--- config.mk ---
export PLATFORM = sky130hd
export DESIGN_NAME = http_header_field_scanner
export DESIGN_NICKNAME = d
export VERILOG_FILES = /design/src/hhfs_pkg.sv /design/src/http_header_field_scanner.sv
export SDC_FILE = /design/constraint.sdc
export NUM_CORES = 1
export LEC_CHECK = 0
export BUFFER_PORTS_ARGS = -buffer_cell sky130_fd_sc_hd__buf_2
export CAP_MARGIN = 15
export CORE_AREA = 3 3 171 173
export DETAILED_ROUTE_END_ITERATION = 7
export DIE_AREA = 0 0 174 176
export GPL_ROUTABILITY_DRIVEN = 0
export PLACE_DENSITY = 0.42
export SLEW_MARGIN = 5
export SYNTH_ARGS = -nofsm -noshare
export SYNTH_HDL_FRONTEND = slang
export SYNTH_SLANG_ARGS = --single-unit
--- constraint.sdc ---
create_clock -name clk -period 15.8 [get_ports clk]
set_clock_uncertainty 0.1 [all_clocks]
set_input_delay 4.74 -clock clk [delete_from_list [all_inputs] [get_ports clk]]
set_output_delay 4.74 -clock clk [all_outputs]
set_load 0.05 [all_outputs]
--- src/hhfs_pkg.sv ---
// Package for the HTTP header field scanner: character codes, event codes
// and the result record layout. No dependencies.
`default_nettype none

package hhfs_pkg;

	localparam logic [7:0] CH_LF    = 8'h0A;
	localparam logic [7:0] CH_CR    = 8'h0D;
	localparam logic [7:0] CH_COLON = 8'h3A;
	localparam logic [7:0] CH_SPACE = 8'h20;
	localparam logic [7:0] CH_TAB   = 8'h09;

	localparam int FIELD_W = 16;
	localparam int TDATA_W = 72;

	typedef enum logic [2:0] {
		EV_PAIR        = 3'd0,
		EV_END         = 3'd1,
		EV_NO_LF       = 3'd2,
		EV_SPACES      = 3'd3,
		EV_NO_FINAL_LF = 3'd4
	} event_t;

	// Packed so that name_start lands in the lowest bits of tdata.
	typedef struct packed {
		logic [TDATA_W-65-1:0] pad;
		logic [FIELD_W-1:0]    value_stop;
		logic [FIELD_W-1:0]    value_start;
		logic                  has_colon;
		logic [FIELD_W-1:0]    name_stop;
		logic [FIELD_W-1:0]    name_start;
	} pair_rec_t;

	localparam int MAX_RUN_DEFAULT = 32;

endpackage

`default_nettype wire

--- src/http_header_field_scanner.sv ---
// HTTP header field scanner top level: byte stream in, pair/end/error items out.
// Depends on hhfs_pkg.
`default_nettype none

// Takes one header byte per cycle on s_axis and reports one item per header
// line on m_axis: a pair record on each CR, a header-end item on LF CR LF, or an
// error item, after which the block stays silent until reset. Sustained rate is
// one byte per clock while m_axis takes items, set by the per-byte state update
// between the input register and the result register; a byte's item is
// registered in the result register after the input register. Input stalls
// only while an item waits on m_axis and the input register holds a byte.
// Positions count bytes from reset modulo 2^POS_WIDTH and are shown in 16-bit
// fields. cfg_data sets the allowed space/tab run after the colon and should
// only be written while the block is idle.
module http_header_field_scanner #(
	parameter int POS_WIDTH = 16
) (
	input  wire         clk,
	input  wire         arst_n,
	input  wire         s_axis_tvalid,
	output logic        s_axis_tready,
	input  wire  [7:0]  s_axis_tdata,   // [7:0] byte_in
	output logic        m_axis_tvalid,
	input  wire         m_axis_tready,
	// [15:0] name_start, [31:16] name_stop, [32] has_colon,
	// [48:33] value_start, [64:49] value_stop, [71:65] zero
	output logic [hhfs_pkg::TDATA_W-1:0] m_axis_tdata,
	output logic [2:0]  m_axis_tuser,   // [2:0] event_res
	input  wire         cfg_valid,
	output logic        cfg_ready,
	input  wire  [7:0]  cfg_data        // [7:0] max_space_run
);

	typedef enum logic [2:0] {
		PH_EXPECT_LF,
		PH_AFTER_LF,
		PH_NAME,
		PH_SKIP,
		PH_VALUE,
		PH_FINAL_LF,
		PH_HALT
	} phase_t;

	phase_t                 phase_q, phase_d;
	logic [POS_WIDTH-1:0]   pos_q;
	logic [POS_WIDTH-1:0]   name_start_q, name_start_d;
	logic [POS_WIDTH-1:0]   colon_pos_q, colon_pos_d;
	logic [POS_WIDTH-1:0]   value_start_q, value_start_d;
	logic                   colon_seen_q, colon_seen_d;
	logic [7:0]             space_run_q, space_run_d;
	logic [7:0]             max_run_q;

	logic                   valid_s1;
	logic [7:0]             byte_s1;
	logic                   advance;

	logic                   out_valid_q;
	hhfs_pkg::pair_rec_t    out_rec_q;
	hhfs_pkg::event_t       out_ev_q;

	logic                   emit_c;
	logic                   pair_c;
	hhfs_pkg::event_t       ev_c;
	hhfs_pkg::pair_rec_t    rec_c;
	logic [8:0]             run_next;

	assign advance       = valid_s1 && (!out_valid_q || m_axis_tready);
	assign s_axis_tready = !valid_s1 || advance;
	assign cfg_ready     = 1'b1;
	assign run_next      = {1'b0, space_run_q} + 9'd1;

	always_comb begin
		phase_d       = phase_q;
		name_start_d  = name_start_q;
		colon_pos_d   = colon_pos_q;
		value_start_d = value_start_q;
		colon_seen_d  = colon_seen_q;
		space_run_d   = space_run_q;
		emit_c        = 1'b0;
		pair_c        = 1'b0;
		ev_c          = hhfs_pkg::EV_PAIR;
		unique case (phase_q)
			PH_EXPECT_LF: begin
				if (byte_s1 == hhfs_pkg::CH_LF) begin
					phase_d = PH_AFTER_LF;
				end else begin
					emit_c  = 1'b1;
					ev_c    = hhfs_pkg::EV_NO_LF;
					phase_d = PH_HALT;
				end
			end
			PH_AFTER_LF: begin
				if (byte_s1 == hhfs_pkg::CH_CR) begin
					phase_d = PH_FINAL_LF;
				end else begin
					name_start_d = pos_q;
					phase_d      = PH_NAME;
				end
			end
			PH_NAME: begin
				if (byte_s1 == hhfs_pkg::CH_CR) begin
					pair_c = 1'b1;
				end else if (byte_s1 == hhfs_pkg::CH_COLON) begin
					colon_pos_d  = pos_q;
					colon_seen_d = 1'b1;
					space_run_d  = '0;
					phase_d      = PH_SKIP;
				end
			end
			PH_SKIP: begin
				if (byte_s1 == hhfs_pkg::CH_SPACE || byte_s1 == hhfs_pkg::CH_TAB) begin
					if (run_next > {1'b0, max_run_q}) begin
						emit_c  = 1'b1;
						ev_c    = hhfs_pkg::EV_SPACES;
						phase_d = PH_HALT;
					end else begin
						space_run_d = run_next[7:0];
					end
				end else begin
					value_start_d = pos_q;
					// an empty value closes its line right here
					if (byte_s1 == hhfs_pkg::CH_CR) begin
						pair_c = 1'b1;
					end else begin
						phase_d = PH_VALUE;
					end
				end
			end
			PH_VALUE: begin
				if (byte_s1 == hhfs_pkg::CH_CR) begin
					pair_c = 1'b1;
				end
			end
			PH_FINAL_LF: begin
				emit_c  = 1'b1;
				ev_c    = (byte_s1 == hhfs_pkg::CH_LF) ? hhfs_pkg::EV_END
				                                       : hhfs_pkg::EV_NO_FINAL_LF;
				phase_d = PH_HALT;
			end
			default: begin
				phase_d = PH_HALT;
			end
		endcase
		if (pair_c) begin
			emit_c       = 1'b1;
			colon_seen_d = 1'b0;
			phase_d      = PH_EXPECT_LF;
		end
		// end and error items carry all-zero fields
		rec_c = '0;
		if (pair_c) begin
			rec_c.name_start = hhfs_pkg::FIELD_W'(name_start_q);
			rec_c.value_stop = hhfs_pkg::FIELD_W'(pos_q);
			rec_c.has_colon  = colon_seen_q;
			if (colon_seen_q) begin
				rec_c.name_stop   = hhfs_pkg::FIELD_W'(colon_pos_q);
				rec_c.value_start = hhfs_pkg::FIELD_W'(value_start_d);
			end
		end
	end

	// control state, stage 1 and output register
	always_ff @(posedge clk or negedge arst_n) begin
		if (!arst_n) begin
			phase_q       <= PH_EXPECT_LF;
			pos_q         <= '0;
			name_start_q  <= '0;
			colon_pos_q   <= '0;
			value_start_q <= '0;
			colon_seen_q  <= 1'b0;
			space_run_q   <= '0;
			max_run_q     <= 8'(hhfs_pkg::MAX_RUN_DEFAULT);
			valid_s1      <= 1'b0;
			out_valid_q   <= 1'b0;
		end else begin
			if (cfg_valid && cfg_ready) begin
				max_run_q <= cfg_data;
			end
			if (s_axis_tready) begin
				valid_s1 <= s_axis_tvalid;
			end
			if (advance) begin
				phase_q       <= phase_d;
				pos_q         <= pos_q + POS_WIDTH'(1);
				name_start_q  <= name_start_d;
				colon_pos_q   <= colon_pos_d;
				value_start_q <= value_start_d;
				colon_seen_q  <= colon_seen_d;
				space_run_q   <= space_run_d;
				out_valid_q   <= emit_c;
			end else if (m_axis_tready) begin
				out_valid_q <= 1'b0;
			end
		end
	end

	// payload registers
	always_ff @(posedge clk) begin
		if (s_axis_tready && s_axis_tvalid) begin
			byte_s1 <= s_axis_tdata;
		end
		if (advance && emit_c) begin
			out_ev_q  <= ev_c;
			out_rec_q <= rec_c;
		end
	end

	assign m_axis_tvalid = out_valid_q;
	assign m_axis_tdata  = out_rec_q;
	assign m_axis_tuser  = out_ev_q;

endmodule

`default_nettype wire

== Word-level counts from Yosys, hierarchy flattened ==
Index checks and enable logic that the tools add are counted.
Word-level totals
  flip-flop bits (word level): 162
  output and inout port bits: 78
  input port bits: 21
Cells by class
  bitwise operators: 1
  $lt $le $gt $ge: 1
  equal/unequal tests: 20
  multiplexer cells: 35
  reductions and logical operators: 20
  add/subtract/negate cells: 2
Operators by type and width (number)
  2-to-1 mux 16 bit: 2
  2-to-1 mux 8 bit: 4
  2-to-1 mux 3 bit: 9
  == test 8 x 4 -> 1 bit (second input constant): 3
  adder 16 x 1 -> 16 bit (second input constant): 1
  == test 8 x 6 -> 1 bit (second input constant): 2
  one-hot mux 8 bit (2 select lines): 1
  one-hot mux 3 bit (5 select lines): 1
  2-to-1 mux 1 bit: 12
  != test 2 bit (second input constant): 6
  AND reduction 6 bit: 2
  adder 8 x 1 -> 9 bit (second input constant): 1
  > comparator 9 x 8 -> 1 bit: 1
  one-hot mux 3 bit (3 select lines): 1
  != test 4 bit (second input constant): 2
  AND reduction 4 bit: 2
  nonzero test 2 bit: 4
  == test 3 x 2 -> 1 bit (second input constant): 2
  == test 3 bit (second input constant): 2
  2-to-1 mux 2 bit: 3
  != test 3 bit (second input constant): 2
  == test 3 x 1 -> 1 bit (second input constant): 1
  logical AND 1 bit: 3
  logical NOT 3 bit: 1
  other kinds (8): 11

== Logic depth before layout (Yosys ltp) ==
Gate-level depths: netlist of run 1.
  depth after elaboration: 7
  gate-level depth with buffers: 12

== Worst setup path after synthesis of run 1 ==
Ideal clock, no wire load.
  kind: input port to output port
  start: input port m_axis_tready
  end: output port s_axis_tready
  path buffers: 0
  stages on the path: 2
  setup slack: 5.672 ns
  arrival: 5.288 ns
  path through: nor2b_1 > nand2_1
Between the ends
  longest elaborated chain between the ends: 3
RTL lines
  from (decl): line http_header_field_scanner.sv:24  | input wire m_axis_tready,
  logical OR 1 bit: line http_header_field_scanner.sv:67  | assign advance = valid_s1 && (!out_valid_q || m_axis_tready);
  logical AND 1 bit: line http_header_field_scanner.sv:67
  logical OR 1 bit: line http_header_field_scanner.sv:68  | assign s_axis_tready = !valid_s1 || advance;
  to (decl): line http_header_field_scanner.sv:21  | output logic s_axis_tready,
No other way between the ends.

== Final worst setup path of run 1 ==
Ends and elaborated chain as after synthesis.

==> impl_metrics.ini, run 1 <==
[outcome]
status = complete, no violations

[flow_run]
drv_cap = 0

[timing]
tightest_slew_ns = 1.03
fin_setup_tns_ns = 0
setup_viol = 0
finalHoldViolCount = 0
whs_ns = 0.398
drv_slew = 0
max_freq_mhz = 97.1
period_needed_ns = 10.30
period_share_pct = 65.2
rsz0062_at_grt = false
max_slew_margin_pct = 30.8

[logic_synthesis]
synth_top_area_share_pct = 32.8
synth_seq_area_share_pct = 63.8
synthCells = 529
synth-seq-cells = 162
synth.distinct_cells = 46
synthTopCellsByArea = edfxtp_1 (33%), dfrtp_1 (31%), mux2_2 (7.9%)
netlist_area_um2 = 6950
ys.flop_type = dfrtp_1
synth-edff-count = 76
ys_async_sr_fraction_pct = 53.1
ys_warn_count = 0
synth_area_leader_cell = edfxtp_1
synth_area_per_cell_um2 = 13.1

[detailed_routing]
wl_per_cell_um = 15.5
ant_nets = 0
vias_per_cell = 4.22
drt_pass1_iterations = 4
drc = 0
dr_total_vias = 4246
drt_iter0_markers = 312
wirelength_mm = 15.6

[critical_path]
worstSetupEndpointType = output pin
worstPathRequired_ns = 10.96
arrival_ns = 5.46
reg2reg_slack_ns = 11.12
crit_type = input port to output pin
startpoint_type = input port
crit_fanout = 5

[finish]
diodes = 0
final_common_cell = buf_2
drive_gt1_share_pct = 29.6
num-fill-cells = 2845
final_cell_mix = buf_2 (89), dfrtp_1 (85), edfxtp_1 (76)
fin_nets = 647
area_growth_syn_to_layout_pct = 21.0

[clock_network]
cts.sinks = 162
cts_hold_buffers = 0
post_cts_buffers = 0
htree_levels = 4
cts_buffer_depth = 2
cts_tree = yes
cts_root_buf = clkbuf_16
cts_buffers = 17
insertion_delay_ns = 0.42
path_clk_slew_ns = 0.07
cts_resized = 0

[power]
ir_drop_uv = 55.5
power_density_nw_per_um2 = 116
p_leak_uw = 0.00366

[die]
rows = 61
core_area_um2 = 27800
start_util_pct = 25.0
die_width_um = 174
io_pins = 99
fp.dieH_um = 176
dieArea_um2 = 30600

[global_route]
grt_pass1_vias = 4395
antenna_found_initial = 0
grt_first_pass_wirelength_mm = 25.2
overflow = 0
grt_max_degree = 79
grt_usage_pct = 10.6

[placed_design]
place_hpwl_mm = 10.5
portBuffers = 90

[hold_path]
hp-class = flip-flop to flip-flop
worst max-delay path: stages:
cell     delay [ns]
buf_2          0.10
nor2b_1        0.25
nand2_1        0.14
buf_2          0.23
final timing paths:
check	start	end	cells after the start
setup / recovery	m_axis_tready	s_axis_tready	4
hold / removal	name_start_q[7]	name_start_q[7]	1
setup reg to reg	space_run_q[0]	m_axis_tuser[1]	11
hold reg to reg	name_start_q[7]	name_start_q[7]	1
max in group asynchronous	arst_n	name_start_q[13]	2
min in group asynchronous	arst_n	max_run_q[0]	1
cell type report:
type | instances | area [um2] | share of cell area [%]
Clock buffer | 17 | 425 | 5.06
Timing Repair Buffer | 95 | 490 | 5.83
Multi-Input combinational cell | 330 | 2360 | 28.1
Tap cell | 378 | 473 | 5.63
Inverter | 10 | 37.5 | 0.446
Sequential cell | 162 | 4440 | 52.8
Clock inverter | 15 | 188 | 2.23
synthesized netlist by cell type (6+ instances only):
library cell and n:
dfrtp_1 85, edfxtp_1 76, mux2_2 49, nand2_1 42
and2_1 34, nor2_1 28, and3_1 22, mux2i_1 19
clkbuf_1 18, nand3_1 16, o21ai_0 16, xnor2_1 15
ha_1 10, inv_1 10, a21oi_1 9, nor3_1 9
buf_4 8, nand4_1 6
per-layer routing:
| layer | routed length, um | GRT usage, % | up-vias |
|---|---|---|---|
| li1 | - | - | 2042 |
| met1 | 7780 | 14.9 | 2115 |
| met2 | 7080 | 16.1 | 83 |
| met3 | 607 | 2.58 | 6 |
| met4 | 151 | 3.18 | 0 |
| met5 | 0 | 0 | - |
flip-flops by register name, summed over array words and instances, names as in the netlist, 3 cells and up:
signal,flops
colon_pos_q,16
space_run_q,8
max_run_q,8
phase_q,3
m_axis_tuser,3
name_start_q,16
value_start_q,16
m_axis_tdata,65
pos_q,16
byte_s1,8
power breakdown:
| group | switching (uW) | internal [uW] | total [uW] |
|---|---|---|---|
| combinational | 38.9 | 26.0 | 64.9 |
| clock | 192 | 228 | 420 |
| sequential | 31.6 | 457 | 489 |
| total | 263 | 711 | 974 |
per-stage QoR:
step	instances	instance area (um2)	setup slack, ns	util, %	power [uW]
floorplan	535	6970	5.67	-	539
detailed placement	975	7790	5.50	28.1	564
CTS	1007	8410	5.49	30.3	989
finish	1007	8410	5.50	30.3	974
global route	1007	8410	5.42	30.3	1020
global placement	975	7790	5.54	28.1	561
logic make-up after synthesis:
kind of cell / synth area share, %
buffers and inverters: 2.85
xor gates and xnor gates: 2.52
DFF: 63.8
and+or+nand+nor: 14.2
other: 0.108
AOI/OAI and AO/OA: 4.02
adders and majority gates: 1.80
muxes: 10.7
Power figures use the tool's default switching activity.
==> run 2, diff against run 1 <==
- PLACE_DENSITY: 0.42 -> 0.43
- clock period: 15.8 -> 9.4 ns (I/O delays scaled with it)
==> run 2 against run 1 <==
Compared with the run above:
- via count shrank 0.71%
- die area is the same
- critical path depth is the same
- global-route usage is essentially flat
- register-to-register slack lost 5.7 ns
- sequential power grew 68%
- critical endpoint unchanged
- highest routed layer unchanged
==> impl_metrics.ini, run 2 (same netlist as run 1, synthesis figures left out) <==
[power]
p_sw_share_pct = 26.9
power_density_nw_per_um2 = 194
clock_power_share_pct = 43.1
power_frac_comb_pct = 6.7
p_sw_uw = 440
p_leak_uw = 0.00367
power_frac_seq_pct = 50.2
ir_drop_uv = 76.9
p_int_uw = 1190

[outcome]
status = complete, no violations

[die]
die_width_um = 174
dieArea_um2 = 30600
rows = 61
start_util_pct = 25.0
fp.dieH_um = 176
core_area_um2 = 27800
io_pins = 99

[critical_path]
arrival_ns = 3.53
slowest_stage = nor2b_1
worstPathRequired_ns = 6.48
reg2reg_depth = 11
cp_top_family = simple AND/OR/NAND/NOR gates
cp_common_cell = buf_2
r2r-start = space_run_q[0]
crit_buf_inv = 2
crit_start = m_axis_tready
startpoint_type = input port
worstPathCellList = buf_2 > nor2b_1 > nand2_1 > buf_2
worstReg2RegEnd = m_axis_tdata[63]
crit_type = input port to output pin
cp.depth = 4
crit_fanout = 5
cp_slowest_stage_delay_ns = 0.24
reg2reg_slack_ns = 5.37
worstSetupEndpointType = output pin
crit_end = s_axis_tready

[clock_network]
cts.sinks = 162
path_clk_slew_ns = 0.07
cts_tree = yes
cts_hold_buffers = 0
cts_resized = 0
cts_root_buf = clkbuf_16
insertion_delay_ns = 0.43
cts_buffers = 17
htree_levels = 4
post_cts_buffers = 0
cts_buffer_depth = 2

[timing]
period_share_pct = 68.6
tightest_slew_ns = 0.989
drv_slew = 0
period_needed_ns = 6.45
fin_setup_tns_ns = 0
max_freq_mhz = 155
max_slew_margin_pct = 34.0
rsz0062_at_grt = false
finalHoldViolCount = 0
setup_viol = 0

[hold_path]
hp-class = flip-flop to flip-flop

[detailed_routing]
drt_iter0_markers = 267
drt_pass1_iterations = 4
vias_per_cell = 4.18
wl_per_cell_um = 15.3
ant_nets = 0
dr_total_vias = 4216
drc = 0
wirelength_mm = 15.5

[global_route]
overflow = 0
grt_first_pass_wirelength_mm = 25.4
antenna_found_initial = 0
grt_usage_pct = 10.6
grt_max_degree = 76
grt_pass1_vias = 4563

[finish]
final_cell_mix = buf_2 (89), dfrtp_1 (85), edfxtp_1 (76)
area_growth_syn_to_layout_pct = 21.2
drive_gt1_share_pct = 29.7
largest_register_ffs = 65
final_common_cell = buf_2
fin_nets = 648
utilization_pct = 30.3

[flow_run]
drv_cap = 0

[placed_design]
place_hpwl_mm = 10.5
portBuffers = 90
-- run 2: area by class of cell --
| cell class | instances | area (um2) |
|---|---|---|
| fill | 2855 | 19400 |
| sequential | 162 | 4440 |
| multi-input combinational | 330 | 2360 |
| timing repair buffer | 96 | 510 |
| tap | 378 | 473 |
| clock buffer | 17 | 425 |
| clock inverter | 15 | 181 |
| inverter | 10 | 37.5 |
| antenna | 1 | 2.50 |
-- run 2: power by group through the flow --
stage | Clock [uW] | Combinational, uW | Sequential (uW)
floorplan | 0 | 102 | 804
global placement | 0 | 107 | 835
detailed placement | 0 | 111 | 837
CTS | 724 | 111 | 822
global route | 754 | 123 | 831
finish | 704 | 110 | 821
-- run 2: worst min path at each step --
| stage | slack [ns] | depth (start not counted) | to | startpoint |
|---|---|---|---|---|
| after floorplan | 0.37 | 1 | name_start_q[0] | name_start_q[0] |
| after global placement | 0.38 | 1 | colon_pos_q[15] | colon_pos_q[15] |
| after detailed placement | 0.39 | 1 | name_start_q[13] | name_start_q[13] |
| after CTS | 0.40 | 1 | name_start_q[13] | name_start_q[13] |
| after global routing | 0.41 | 1 | colon_pos_q[1] | colon_pos_q[1] |
| final | 0.40 | 1 | name_start_q[11] | name_start_q[11] |
-- run 2: through the flow --
step / total power (uW) / worst slack [ns] / instances / hold slack, ns / cell area [um2]
3_3_place_gp: 942 / 2.99 / 975 / 0.382 / 7790
3_5_place_dp: 948 / 2.94 / 975 / 0.387 / 7790
5_1_grt: 1710 / 2.85 / 1008 / 0.414 / 8420
2_1_floorplan: 905 / 2.28 / 535 / 0.371 / 6970
4_1_cts: 1660 / 2.94 / 1007 / 0.402 / 8400
6_report: 1630 / 2.95 / 1009 / 0.399 / 8420
-- run 2: layer usage --
layer | vias to the layer above | global-route usage, % | wire length [um]
met3 | 13 | 2.60 | 630
met1 | 2062 | 15.1 | 7830
met2 | 96 | 15.8 | 6830
li1 | 2045 | - | -
met4 | 0 | 3.38 | 195
met5 | - | 0 | 0
